## config.mk

```make
export PLATFORM = sky130hd
export DESIGN_NAME = apu_noise_channel
export DESIGN_NICKNAME = d
export VERILOG_FILES = /design/src/hw/rtl/anc_pkg.sv /design/src/hw/rtl/anc_core.sv /design/src/hw/rtl/apu_noise_channel.sv
export SDC_FILE = /design/constraint.sdc
export NUM_CORES = 1
export LEC_CHECK = 0
export BUFFER_PORTS_ARGS = -buffer_cell sky130_fd_sc_hd__buf_2
export CORE_ASPECT_RATIO = 0.6
export CORE_MARGIN = 2
export CORE_UTILIZATION = 30
export CTS_BUF_LIST = sky130_fd_sc_hd__clkbuf_8
export DETAILED_ROUTE_END_ITERATION = 8
export HOLD_SLACK_MARGIN = 0.02
export PLACE_DENSITY = 0.44
export SYNTH_ARGS = -nofsm -noshare
export SYNTH_HDL_FRONTEND = slang
export SYNTH_SLANG_ARGS = --single-unit
```

## constraint.sdc

```tcl
create_clock -name clk -period 3.4 [get_ports clk]
set_input_delay 0.34 -clock clk [delete_from_list [all_inputs] [get_ports clk]]
set_output_delay 0.34 -clock clk [all_outputs]
set_load 0.1 [all_outputs]
```

## src/hw/rtl/anc_pkg.sv

```systemverilog
// Shared types, codes and lookup tables for the noise channel.
`timescale 1ns / 1ps

package anc_pkg;

	// Kinds of input word
	typedef enum logic [1:0] {
		REQ_WRITE    = 2'd0,
		REQ_TIMER    = 2'd1,
		REQ_ENVELOPE = 2'd2,
		REQ_LENGTH   = 2'd3
	} req_t;

	// Register offsets from the channel base
	localparam logic [1:0] REG_CTRL   = 2'd0;
	localparam logic [1:0] REG_SWEEP  = 2'd1;
	localparam logic [1:0] REG_PERIOD = 2'd2;
	localparam logic [1:0] REG_LENGTH = 2'd3;

	localparam logic [14:0] LFSR_RESET = 15'h0001;
	localparam logic [3:0]  LEVEL_MAX  = 4'hF;

	// One input word as carried through the pipeline
	typedef struct packed {
		req_t       kind;
		logic [1:0] addr;
		logic [7:0] data;
	} item_t;

	// NTSC noise timer period lookup
	function automatic logic [11:0] noise_period(input logic [3:0] idx);
		logic [11:0] p;
		unique case (idx)
			4'd0:  p = 12'd4;
			4'd1:  p = 12'd8;
			4'd2:  p = 12'd16;
			4'd3:  p = 12'd32;
			4'd4:  p = 12'd64;
			4'd5:  p = 12'd96;
			4'd6:  p = 12'd128;
			4'd7:  p = 12'd160;
			4'd8:  p = 12'd202;
			4'd9:  p = 12'd254;
			4'd10: p = 12'd380;
			4'd11: p = 12'd508;
			4'd12: p = 12'd762;
			4'd13: p = 12'd1016;
			4'd14: p = 12'd2034;
			4'd15: p = 12'd4068;
		endcase
		return p;
	endfunction

	// Length counter load lookup
	function automatic logic [7:0] length_load(input logic [4:0] idx);
		logic [7:0] v;
		unique case (idx)
			5'd0:  v = 8'd10;
			5'd1:  v = 8'd254;
			5'd2:  v = 8'd20;
			5'd3:  v = 8'd2;
			5'd4:  v = 8'd40;
			5'd5:  v = 8'd4;
			5'd6:  v = 8'd80;
			5'd7:  v = 8'd6;
			5'd8:  v = 8'd160;
			5'd9:  v = 8'd8;
			5'd10: v = 8'd60;
			5'd11: v = 8'd10;
			5'd12: v = 8'd14;
			5'd13: v = 8'd12;
			5'd14: v = 8'd26;
			5'd15: v = 8'd14;
			5'd16: v = 8'd12;
			5'd17: v = 8'd16;
			5'd18: v = 8'd24;
			5'd19: v = 8'd18;
			5'd20: v = 8'd48;
			5'd21: v = 8'd20;
			5'd22: v = 8'd96;
			5'd23: v = 8'd22;
			5'd24: v = 8'd192;
			5'd25: v = 8'd24;
			5'd26: v = 8'd72;
			5'd27: v = 8'd26;
			5'd28: v = 8'd16;
			5'd29: v = 8'd28;
			5'd30: v = 8'd32;
			5'd31: v = 8'd30;
		endcase
		return v;
	endfunction

endpackage

```

## src/hw/rtl/anc_core.sv

```systemverilog
// Channel state registers and the combinational update of one word.
`timescale 1ns / 1ps

module anc_core
	import anc_pkg::*;
(
	input  logic       clk,
	input  logic       arst_n,
	input  logic       cfg_we,
	input  logic       cfg_wdata,
	input  logic       fire,
	input  item_t      item,
	output logic [3:0] sample_nxt
);

	logic        enable_q;
	logic [14:0] lfsr_q, lfsr_d;
	logic        tap_mode_q, tap_mode_d;
	logic [11:0] period_q, period_d;
	logic [11:0] timer_q, timer_d;
	logic [7:0]  length_q, length_d;
	logic        halt_q, halt_d;
	logic        const_vol_q, const_vol_d;
	logic [3:0]  env_period_q, env_period_d;
	logic        env_restart_q, env_restart_d;
	logic [3:0]  env_level_q, env_level_d;
	logic [3:0]  env_div_q, env_div_d;
	logic        fb;

	// Next state for the word in hand
	always_comb begin
		lfsr_d        = lfsr_q;
		tap_mode_d    = tap_mode_q;
		period_d      = period_q;
		timer_d       = timer_q;
		length_d      = length_q;
		halt_d        = halt_q;
		const_vol_d   = const_vol_q;
		env_period_d  = env_period_q;
		env_restart_d = env_restart_q;
		env_level_d   = env_level_q;
		env_div_d     = env_div_q;
		fb = lfsr_q[0] ^ (tap_mode_q ? lfsr_q[6] : lfsr_q[1]);
		unique case (item.kind)
			REQ_WRITE: begin
				unique case (item.addr)
					REG_CTRL: begin
						halt_d       = item.data[5];
						const_vol_d  = item.data[4];
						env_period_d = item.data[3:0];
					end
					REG_SWEEP: begin
					end
					REG_PERIOD: begin
						tap_mode_d = item.data[7];
						period_d   = noise_period(item.data[3:0]);
					end
					REG_LENGTH: begin
						if (enable_q) length_d = length_load(item.data[7:3]);
						env_restart_d = 1'b1;
					end
				endcase
			end
			REQ_TIMER: begin
				// reload and shift on terminal count
				if (timer_q == 12'd0) begin
					timer_d = period_q;
					lfsr_d  = {fb, lfsr_q[14:1]};
				end else begin
					timer_d = timer_q - 12'd1;
				end
			end
			REQ_ENVELOPE: begin
				priority if (env_restart_q) begin
					env_restart_d = 1'b0;
					env_level_d   = LEVEL_MAX;
					env_div_d     = env_period_q;
				end else if (env_div_q == 4'd0) begin
					env_div_d = env_period_q;
					if (env_level_q != 4'd0) env_level_d = env_level_q - 4'd1;
					else if (halt_q) env_level_d = LEVEL_MAX;
				end else begin
					env_div_d = env_div_q - 4'd1;
				end
			end
			REQ_LENGTH: begin
				if (!halt_q && length_q != 8'd0) length_d = length_q - 8'd1;
			end
		endcase
		// output level after this word
		if (length_d == 8'd0 || lfsr_d[0]) sample_nxt = 4'd0;
		else sample_nxt = const_vol_d ? env_period_d : env_level_d;
	end

	// Hold state; advance on an accepted word, apply enable writes
	always_ff @(posedge clk or negedge arst_n) begin
		if (!arst_n) begin
			enable_q      <= 1'b0;
			lfsr_q        <= LFSR_RESET;
			tap_mode_q    <= 1'b0;
			period_q      <= '0;
			timer_q       <= '0;
			length_q      <= '0;
			halt_q        <= 1'b0;
			const_vol_q   <= 1'b0;
			env_period_q  <= '0;
			env_restart_q <= 1'b0;
			env_level_q   <= '0;
			env_div_q     <= '0;
		end else if (cfg_we) begin
			enable_q <= cfg_wdata;
			if (!cfg_wdata) length_q <= '0;
		end else if (fire) begin
			lfsr_q        <= lfsr_d;
			tap_mode_q    <= tap_mode_d;
			period_q      <= period_d;
			timer_q       <= timer_d;
			length_q      <= length_d;
			halt_q        <= halt_d;
			const_vol_q   <= const_vol_d;
			env_period_q  <= env_period_d;
			env_restart_q <= env_restart_d;
			env_level_q   <= env_level_d;
			env_div_q     <= env_div_d;
		end
	end

endmodule

```

## src/hw/rtl/apu_noise_channel.sv

```systemverilog
// Top level of the noise channel: input register, update core, result register.
`timescale 1ns / 1ps
//
// Noise voice of a sound chip. Each input word is a register write, a timer
// tick, an envelope clock or a length clock, chosen by req_type. Every word
// yields exactly one result word carrying the 4-bit sample after that word.
//
// Channels: in_valid/in_stall carry req_type, reg_addr, write_data; a word is
// taken on a rising edge with in_valid high and in_stall low. out_valid/
// out_stall carry sample the same way. cfg_we/cfg_wdata write channel_enable;
// clearing it zeroes the length counter. Write it only while idle.
//
// An accepted word is held in the input register, then its result in the result
// register, where out_valid rises. Throughput: one word per cycle while the
// receiver does not stall; the state update is one pass through the core between the
// input register and the result register.
// Reset (arst_n low) empties both registers and returns the channel to its
// power-up state: LFSR at one, counters and envelope at zero, disabled.
// When the receiver stalls, the result holds; one more word may enter the
// input register, after which in_stall rises until the result is taken.

module apu_noise_channel
	import anc_pkg::*;
(
	input  logic       clk,
	input  logic       arst_n,
	input  logic       cfg_we,
	input  logic       cfg_wdata,
	input  logic       in_valid,
	output logic       in_stall,
	input  logic [1:0] req_type,
	input  logic [1:0] reg_addr,
	input  logic [7:0] write_data,
	output logic       out_valid,
	input  logic       out_stall,
	output logic [3:0] sample
);

	item_t      item_s1;
	logic       valid_s1;
	logic       fire;
	logic [3:0] sample_nxt;
	logic [3:0] sample_s2;
	logic       valid_s2;

	// Process the held word when the result slot is free or draining
	assign fire     = valid_s1 && (!valid_s2 || !out_stall);
	assign in_stall = valid_s1 && !fire;

	// Input register
	always_ff @(posedge clk or negedge arst_n) begin
		if (!arst_n) begin
			valid_s1 <= 1'b0;
		end else if (!in_stall) begin
			valid_s1 <= in_valid;
		end
	end

	always_ff @(posedge clk) begin
		if (in_valid && !in_stall) begin
			item_s1.kind <= req_t'(req_type);
			item_s1.addr <= reg_addr;
			item_s1.data <= write_data;
		end
	end

	anc_core u_core (
		.clk        (clk),
		.arst_n     (arst_n),
		.cfg_we     (cfg_we),
		.cfg_wdata  (cfg_wdata),
		.fire       (fire),
		.item       (item_s1),
		.sample_nxt (sample_nxt)
	);

	// Result register
	always_ff @(posedge clk or negedge arst_n) begin
		if (!arst_n) begin
			valid_s2 <= 1'b0;
		end else if (fire) begin
			valid_s2 <= 1'b1;
		end else if (!out_stall) begin
			valid_s2 <= 1'b0;
		end
	end

	always_ff @(posedge clk) begin
		if (fire) sample_s2 <= sample_nxt;
	end

	assign out_valid = valid_s2;
	assign sample    = sample_s2;

endmodule

```

==> results of run 1 <==
## layout make-up
class	instances	area [um^2]	area share, %
multi-input combinational	377	2440	44.4
clock inverter	5	55.1	1.00
tap	209	262	4.76
clock buffer	11	151	2.76
inverter	31	116	2.12
timing repair buffer	35	220	4.01
sequential	88	2250	41.0
## worst paths after layout
kind / start / slack (ps) / to / cells after the start
max in group asynchronous: arst_n / 2530 / u_core.lfsr_q[0]$_DFFE_PN1P_ / 3
max: u_core.length_q[0]$_DFFE_PN0P_ / 710 / sample[2]$_SDFFCE_PP0P_ / 8
max reg2reg: u_core.length_q[0]$_DFFE_PN0P_ / 710 / sample[2]$_SDFFCE_PP0P_ / 8
min reg2reg: u_core.period_q[4]$_DFFE_PN0P_ / 490 / u_core.period_q[4]$_DFFE_PN0P_ / 2
min: req_type[0] / 150 / item_s1[10]$_DFFE_PP_ / 1
min in group asynchronous: arst_n / 500 / u_core.env_div_q[3]$_DFFE_PN0P_ / 3
## synthesized netlist by cell type, drive strengths merged (4+ instances only)
master   n  area (um^2)
inv     31          116
mux2i   10          100
a211oi   4         30.0
ha      16          200
o211ai   5         37.5
o21ai   47          235
clkbuf  19         71.3
and2     7         43.8
nor3b    7         57.6
edfxtp  16          480
mux2    26          293
nor3    11         55.1
dfrtp   64         1600
nand3   23          115
a21oi   42          210
a31oi    4         25.0
and3     4         25.0
nor4     6         67.6
o31ai    6         45.0
nor2    31          119
nand2b   6         37.5
o22ai    4         25.0
nand2   63          236
a22o     4         36.3
dfxtp    7          140
nor2b    4         25.0
## worst register-to-register path: cells and delay by family (launching register included)
kind,cells,cell delay [ps]
and+or+nand+nor,2,730
adders and majority gates,1,210
AOI/OAI and AO/OA,3,660
DFF,1,450
buffers and inverters,1,140
muxes,1,280
## logic make-up after synthesis
group	synth area share, %
flip-flops	45.9
XOR/XNOR	0.179
AND/OR/NAND/NOR	17.9
buffers and inverters	4.24
multiplexers	8.49
adder cells (fa/ha/maj)	4.30
AO/OA/AOI/OAI	18.9
## sequential cells by signal, indices dropped and copies added, names as in the netlist, 4 cells and up, named ones only
| name | flops |
|---|---|
| item_s1 | 12 |
| u_core.env_div_q | 4 |
| u_core.length_q | 8 |
| u_core.timer_q | 12 |
| u_core.env_period_q | 4 |
| sample | 4 |
| u_core.lfsr_q | 15 |
| u_core.period_q | 11 |
| u_core.env_level_q | 4 |
## power by group through the flow
stage	Sequential (uW)	Combinational (uW)	Clock (uW)
finish	1400	679	779
global route	1430	772	847
CTS	1400	683	813
detailed placement	1420	679	0
global placement	1420	676	0
floorplan	1390	495	0
## routing by layer
layer	global-route usage, %	vias to the layer above
li1	-	1935
met4	4.05	0
met2	20.5	116
met5	0	-
met1	23.7	1917
met3	3.22	11
## through the flow
| stage | instance area (um^2) | setup slack (ps) |
|---|---|---|
| after global placement | 5270 | 798 |
| after detailed placement | 5270 | 677 |
| final | 5490 | 706 |
| after global routing | 5490 | 477 |
| after floorplan | 4890 | 361 |
| after CTS | 5490 | 691 |
## what timing repair did
item / CTS / global route
hold buffers: 1 / 0
endpoints found under the setup margin: 0 / 0
hold endpoints to repair: 64 / 0
==> results_dict.tcl, run 1 <==
set metrics [dict create \
    setup_viol 0 \
    io_pins 24 \
    worst_slew_pin_slew_ps 828 \
    grt_remaining_overflow 0 \
    final_max_slew_viol_count 0 \
    dieArea_um2 17400 \
    final_util_pct 34.1 \
    dr.first_iter.drc_count 216 \
    fp.dieW_um 169 \
    final_common_cell "dfrtp_1" \
    core_um2 16100 \
    avgViaCountPerCell 5.26 \
    clk_pin_slew_worst_paths_ps 90 \
    synthArstFlopShare_pct 73.9 \
    cp.arrival_ps 2810 \
    wirelength_mm 12.3 \
    antenna_cells 0 \
    htreeDepth 3 \
    critPathLaunchType "flop" \
    fin_crit_ps 2690 \
    route.top_layer_used "met4" \
    power_switching_uw 988 \
    syn-cell-area_um2 4890 \
    drcViolationCount 0 \
    ir_drop_mv 0.191 \
    wl_met3_um 664 \
    max_stage_delay_ps 450 \
    fin_hold_ws_ps 152 \
    grt_pass1_vias 3744 \
    p_leak_uw 0.00239 \
    worst-path-buf-inv 1 \
    worstPathMaxFanout 6 \
    drv_cap 0 \
    power_density_nw_per_um2 521 \
    clock_latency_ps 360 \
    postCtsResizedCells 0 \
    grt_pass1_wl_mm 20.4 \
    dp_hpwl_mm 9.04 \
    area_growth_pct 12.2 \
    tritoncts "built" \
    layout.nets 576 \
    hold_viol 0 \
    critPathSlowestCell "dfrtp_1" \
    final_cell_mix "dfrtp_1 (64), nand2_1 (63), o21ai_0 (47), a21oi_1 (42), inv_1 (32)" \
    cellInternalPower_uw 1870 \
    cts_setup_buffers 0 \
    synth_area_per_cell_um2 9.45 \
    place.gp.congestion 0.910 \
    antenna_found_initial 0 \
    maxSlewHeadroom_pct 43.2 \
    drt-pass1-iter-count 5 \
    gr-usage-all-layers_pct 15.1 \
    vias 3979 \
    wl_met2_mm 4.85 \
    min_period_over_period_pct 79.2 \
    status "finished clean" \
    grt_start_max_net_pins 66 \
    p_sw_share_pct 34.5 \
    max_freq_mhz 371 \
    p_comb_share_pct 23.7 \
    critPathCaptureType "flop" \
    fillers 1618 \
    wl_per_cell_um 16.3 \
    stdcell_count 756 \
    ys_ff_latch 88 \
    portBuffers 23 \
    postRouteAntennaNets 0 \
    synth_edf_count 16 \
    clock_path_buffers 2 \
    rsz0062_at_grt "false" \
    path_delay_family "simple AND/OR/NAND/NOR gates" \
    clock-root-buffer "clkbuf_8" \
    p_total_uw 2860 \
    clock_sinks 88 \
    yosys.cell_types.count 68 \
    fin_skew_ps 11.4 \
    layout-drive-gt1-share_pct 15.5 \
    cts_buffers 9 \
    synth_ff_type "dfrtp_1" \
    synth_nets 552 \
    power_frac_seq_pct 49.0 \
    initial_core_util_pct 30.4 \
    yosys_warnings 0 \
    crit_chain "inv_1 -> ha_1 -> nor3b_1 -> a211oi_1 -> mux2_2 -> a221o_1 -> nor4_4 -> a21oi_1" \
    cp.required_ps 3520 \
    dp_cells 739 \
    clkPwrFrac_pct 27.2 \
    crit_type "reg -> reg" \
    tns_ps 0 \
    hp-class "in -> reg" \
    rows 36 \
    wirelength_met1_mm 6.63 \
    fp.dieH_um 103 \
    synth-seq-area-share_pct 45.9 \
    syn_inst 518 \
]
No activity file was read; power rests on OpenSTA's default activity.
==> run 2: changes to the inputs <==
==> constraint.sdc (replaced) <==
create_clock -name clk -period 2.7 [get_ports clk]
set_input_delay 0.27 -clock clk [delete_from_list [all_inputs] [get_ports clk]]
set_output_delay 0.27 -clock clk [all_outputs]
set_load 0.1 [all_outputs]
==> results_dict.tcl, run 2 (synthesis gave the netlist of run 1 again) <==
set metrics [dict create \
    power_switching_uw 1240 \
    final_util_pct 34.9 \
    wl_met3_um 526 \
    area_growth_pct 14.8 \
    crit_chain "inv_1 -> ha_1 -> nor2b_1 -> o311a_1 -> a22oi_1 -> o211ai_1 -> nor4_4 -> a21oi_1" \
    power_frac_seq_pct 47.0 \
    power_density_nw_per_um2 659 \
    layout.nets 588 \
    route.top_layer_used "met4" \
    worst-path-buf-inv 1 \
    status "finished clean" \
    max_freq_mhz 399 \
    rows 36 \
    timing.rr.end "sample[2]$_SDFFCE_PP0P_" \
    portBuffers 23 \
    postRouteAntennaNets 0 \
    rr_startpoint "item_s1[10]$_DFFE_PP_" \
    tritoncts "built" \
    cellInternalPower_uw 2460 \
    fillers 1639 \
    crit_type "reg -> reg" \
    max_stage_delay_ps 500 \
    antenna_cells 0 \
    critPathLaunchType "flop" \
    place.gp.congestion 0.877 \
    fp.dieW_um 169 \
    wirelength_mm 12.2 \
    core_um2 16100 \
    fp.dieH_um 103 \
    worstHoldEndpoint "item_s1[1]$_DFFE_PP_" \
    regArea_um2 2250 \
    drv_cap 0 \
    fin_hold_ws_ps 87.7 \
    cp.arrival_ps 2610 \
    dr.first_iter.drc_count 239 \
    grt_pass1_vias 3716 \
    tns_ps 0 \
    largest_reg_flops 15 \
    final_cell_mix "nand2_1 (63), dfrtp_1 (63), o21ai_0 (46), a21oi_1 (42), inv_1 (31)" \
    grt_pass1_wl_mm 20.0 \
    drt-pass1-iter-count 4 \
    clock-root-buffer "clkbuf_8" \
    dp_hpwl_mm 9.23 \
    min_from "write_data[1]" \
    p_comb_share_pct 24.8 \
    regMostFlops "u_core.lfsr_q" \
    htreeDepth 3 \
    fin_skew_ps 11.9 \
    p_sw_share_pct 33.5 \
    worst_slew_pin_slew_ps 766 \
    p_leak_uw 0.00247 \
    rsz0062_at_grt "false" \
    cp.required_ps 2810 \
    maxSlewHeadroom_pct 47.5 \
    clkPwrFrac_pct 28.2 \
    avgViaCountPerCell 5.10 \
    grt_remaining_overflow 0 \
    p_total_uw 3700 \
    drcViolationCount 0 \
    ff2ff_path_depth 8 \
    clock_path_buffers 2 \
    reg2reg_slack_ps 190 \
    top_regs "u_core.lfsr_q x15, item_s1 x12, u_core.timer_q x12" \
    cts_buffers 9 \
    final_max_slew_viol_count 0 \
    path_delay_family "compound AO/OA/AOI/OAI gates" \
    multiInputGateArea_um2 2450 \
    clock_latency_ps 360 \
    whs_path_depth 1 \
    io_pins 24 \
    worstPathMaxFanout 11 \
    dp_cells 751 \
    critPathLaunch "item_s1[10]$_DFFE_PP_" \
    hp-class "in -> reg" \
    clk_pin_slew_worst_paths_ps 90 \
    stdcell_count 768 \
    initial_core_util_pct 30.4 \
    setup_viol 0 \
    gr-usage-all-layers_pct 14.9 \
    wl_met2_mm 4.78 \
    critPathSlowestCell "ha_1" \
    clock_sinks 88 \
    min_period_over_period_pct 92.8 \
    antenna_found_initial 0 \
    dieArea_um2 17400 \
    hold_viol 0 \
    grt_start_max_net_pins 41 \
    fin_crit_ps 2510 \
    wirelength_met1_mm 6.81 \
    vias 3915 \
    ir_drop_mv 0.266 \
    wl_per_cell_um 15.9 \
    critPathCaptureType "flop" \
    layout-drive-gt1-share_pct 18.1 \
]
-- run 2: worst max-delay path by stage --
| stage | endpoint | slack, ps | cells past startpoint |
|---|---|---|---|
| after CTS | sample[2]$_SDFFCE_PP0P_ | 20 | 8 |
| after floorplan | flop | 100 | 7 |
| after detailed placement | sample[2]$_SDFFCE_PP0P_ | 60 | 8 |
| final | sample[2]$_SDFFCE_PP0P_ | 190 | 8 |
| after global routing | sample[2]$_SDFFCE_PP0P_ | 10 | 8 |
| after global placement | sample[3]$_SDFFCE_PP0P_ | 130 | 8 |
-- run 2: layout make-up --
type | instances | share of cell area (%)
sequential | 88 | 40.1
timing repair buffer | 47 | 5.52
clock inverter | 6 | 1.58
inverter | 31 | 2.07
clock buffer | 10 | 2.45
multi-input combinational | 377 | 43.7
tap | 209 | 4.66
-- run 2: layer usage --
layer	track usage [%]	vias to the layer above
met5	0	-
met4	3.85	0
met1	23.2	1869
met3	3.42	8
met2	20.4	81
li1	-	1957
-- run 2: stage by stage --
step / area (um^2) / setup slack (ps)
6_report: 5620 / 195
5_1_grt: 5620 / 10.6
4_1_cts: 5610 / 16.8
3_5_place_dp: 5370 / 62.8
3_3_place_gp: 5370 / 126
2_1_floorplan: 4900 / 103
-- run 2: what timing repair did --
| item | 4_1_cts | 5_1_grt |
|---|---|---|
| hold buffers | 1 | 0 |
| endpoints found under the hold margin | 25 | 0 |
| gates resized for setup | 0 | 3 |
| setup endpoints to repair | 0 | 4 |
| setup buffers | 0 | 0 |
-- run 2: power groups by stage --
| stage | logic (uW) | clock network [uW] | registers, uW |
|---|---|---|---|
| after floorplan | 624 | 0 | 1750 |
| after global placement | 905 | 0 | 1760 |
| after detailed placement | 912 | 0 | 1770 |
| after CTS | 915 | 1090 | 1740 |
| after global routing | 1020 | 1140 | 1780 |
| final | 917 | 1050 | 1740 |
-- run 2: worst register-to-register path, delay by kind of cell, from the launching register on --
family | cells | cell delay [ps]
AND/OR/NAND/NOR | 2 | 520
flip-flops | 1 | 390
adder cells (fa/ha/maj) | 1 | 500
AO/OA/AOI/OAI | 4 | 770
buffers and inverters | 1 | 70
==> run 3: changes to the inputs <==
--- a/config.mk
+++ b/config.mk
@@ -10,9 +10,10 @@
 export CORE_MARGIN = 2
 export CORE_UTILIZATION = 30
 export CTS_BUF_LIST = sky130_fd_sc_hd__clkbuf_8
+export CTS_CLUSTER_DIAMETER = 40
 export DETAILED_ROUTE_END_ITERATION = 8
 export HOLD_SLACK_MARGIN = 0.02
-export PLACE_DENSITY = 0.44
+export PLACE_DENSITY = 0.45
 export SYNTH_ARGS = -nofsm -noshare
 export SYNTH_HDL_FRONTEND = slang
 export SYNTH_SLANG_ARGS = --single-unit
==> constraint.sdc (replaced) <==
create_clock -name clk -period 2.75 [get_ports clk]
set_input_delay 0.275 -clock clk [delete_from_list [all_inputs] [get_ports clk]]
set_output_delay 0.275 -clock clk [all_outputs]
set_load 0.1 [all_outputs]
==> results_dict.tcl, run 3 (synthesis gave the netlist of run 1 again) <==
set metrics [dict create \
    htreeDepth 3 \
    reg2reg_slack_ps 280 \
    ff2ff_path_depth 8 \
    worst-path-buf-inv 1 \
    grt_start_max_net_pins 38 \
    layout.nets 587 \
    clock_sinks 88 \
    hold_viol 0 \
    cts_buffers 9 \
    crit_chain "inv_1 -> ha_1 -> nor3b_2 -> a211oi_1 -> mux2_2 -> a221o_1 -> nor4_4 -> a21oi_1" \
    postRouteAntennaNets 0 \
    critPathSlowestCell "a221o_1" \
    cp.required_ps 2870 \
    fp.dieH_um 103 \
    p_comb_share_pct 24.6 \
    power_density_nw_per_um2 638 \
    tritoncts "built" \
    largest_reg_flops 15 \
    cp.arrival_ps 2590 \
    critPathCaptureType "flop" \
    p_sw_share_pct 35.4 \
    clk_pin_slew_worst_paths_ps 100 \
    core_um2 16100 \
    fp.dieW_um 169 \
    tns_ps 0 \
    io_pins 24 \
    area_growth_pct 13.7 \
    grt_pass1_wl_mm 20.5 \
    min_from "write_data[1]" \
    rsz0062_at_grt "false" \
    cp_num_cells 8 \
    max_freq_mhz 404 \
    worstHoldEndpoint "item_s1[1]$_DFFE_PP_" \
    worst_slew_pin_slew_ps 607 \
    setup_viol 0 \
    final_util_pct 34.6 \
    ir_drop_mv 0.237 \
    portBuffers 23 \
    dieArea_um2 17400 \
    rows 36 \
    initial_core_util_pct 30.4 \
    drt-pass1-iter-count 4 \
    place.gp.congestion 0.923 \
    hp-class "in -> reg" \
    vias 3949 \
    gr-usage-all-layers_pct 15.4 \
    drv_cap 0 \
    p_leak_uw 0.00244 \
    status "finished clean" \
    fin_crit_ps 2470 \
    drcViolationCount 0 \
    clock_latency_ps 370 \
    avgViaCountPerCell 5.15 \
    clkPwrFrac_pct 26.5 \
    wirelength_mm 12.6 \
    antenna_cells 0 \
    dp_hpwl_mm 9.35 \
    stdcell_count 767 \
    timing.rr.end "sample[0]$_SDFFCE_PP0P_" \
    final_max_slew_viol_count 0 \
    grt_remaining_overflow 0 \
    worstPathMaxFanout 4 \
    rr_startpoint "u_core.length_q[0]$_DFFE_PN0P_" \
    dr.first_iter.drc_count 289 \
    grt_pass1_vias 3809 \
    whs_path_depth 1 \
    regMostFlops "u_core.lfsr_q" \
    clock_path_buffers 2 \
    power_switching_uw 1260 \
    layout-drive-gt1-share_pct 17.7 \
    top_regs "u_core.lfsr_q x15, item_s1 x12, u_core.timer_q x12" \
    max_stage_delay_ps 400 \
    final_cell_mix "nand2_1 (63), dfrtp_1 (63), o21ai_0 (47), a21oi_1 (42), inv_1 (32)" \
    antenna_found_initial 0 \
    fin_skew_ps 9.91 \
    critPathLaunchType "flop" \
    cts_setup_buffers 0 \
    cellInternalPower_uw 2290 \
    power_frac_seq_pct 48.9 \
    maxSlewHeadroom_pct 59.4 \
    min_period_over_period_pct 89.9 \
    path_delay_family "simple AND/OR/NAND/NOR gates" \
    clock-root-buffer "clkbuf_8" \
    p_total_uw 3550 \
    crit_type "reg -> reg" \
    wl_per_cell_um 16.4 \
    dp_cells 750 \
]
==> run 3: changes by cell type in the layout (fill, tap and decap cells not counted), sizes merged <==
cell	change
inv	+1
buf	-1
clkbuf	-1
clkinv	+1
bufinv	-1
==> run 3: what timing repair did <==
item | in CTS | in global routing
hold endpoints to repair | 64 | 0
endpoints found under the setup margin | 0 | 5
gates resized for setup | 0 | 2
hold buffers | 1 | 0
==> run 3: stage by stage <==
step	hold WS (ps)	worst slack, ps	instance area [um^2]
after floorplan	-20.6	35.6	4890
after global placement	338	199	5350
after detailed placement	336	109	5350
after CTS	51.7	110	5560
after global routing	55.7	88.8	5570
final	78.8	277	5570
==> run 3: power groups by stage <==
stage | combinational (uW) | clock [uW] | sequential (uW)
6_report | 874 | 940 | 1730
5_1_grt | 994 | 1030 | 1770
4_1_cts | 870 | 983 | 1730
3_5_place_dp | 865 | 0 | 1760
3_3_place_gp | 856 | 0 | 1760
2_1_floorplan | 612 | 0 | 1720
==> run 3: cell type report <==
| class | count | area (um^2) |
|---|---|---|
| Inverter | 31 | 116 |
| Timing Repair Buffer | 46 | 290 |
| Clock inverter | 7 | 77.6 |
| Sequential cell | 88 | 2250 |
| Tap cell | 209 | 262 |
| Multi-Input combinational cell | 377 | 2450 |
| Fill cell | 1647 | 10500 |
| Clock buffer | 9 | 124 |
==> run 3: per-layer routing <==
layer  wire (um)  track usage (%)  up-vias
met4          94             4.51        0
met5           0                0        -
met2        4710             20.2       93
li1            -                -     1946
met3         570             3.30        8
met1        7170             24.6     1902
==> run 3: worst max path at each step <==
stage	slack [ps]	startpoint	endpoint
final	280	u_core.length_q[0]$_DFFE_PN0P_	sample[0]$_SDFFCE_PP0P_
after floorplan	40	out_valid$_DFFE_PN0P_	flop
after detailed placement	110	u_core.length_q[0]$_DFFE_PN0P_	sample[0]$_SDFFCE_PP0P_
after CTS	110	u_core.length_q[0]$_DFFE_PN0P_	sample[0]$_SDFFCE_PP0P_
after global routing	90	item_s1[10]$_DFFE_PP_	sample[0]$_SDFFCE_PP0P_
after global placement	200	u_core.length_q[0]$_DFFE_PN0P_	sample[2]$_SDFFCE_PP0P_
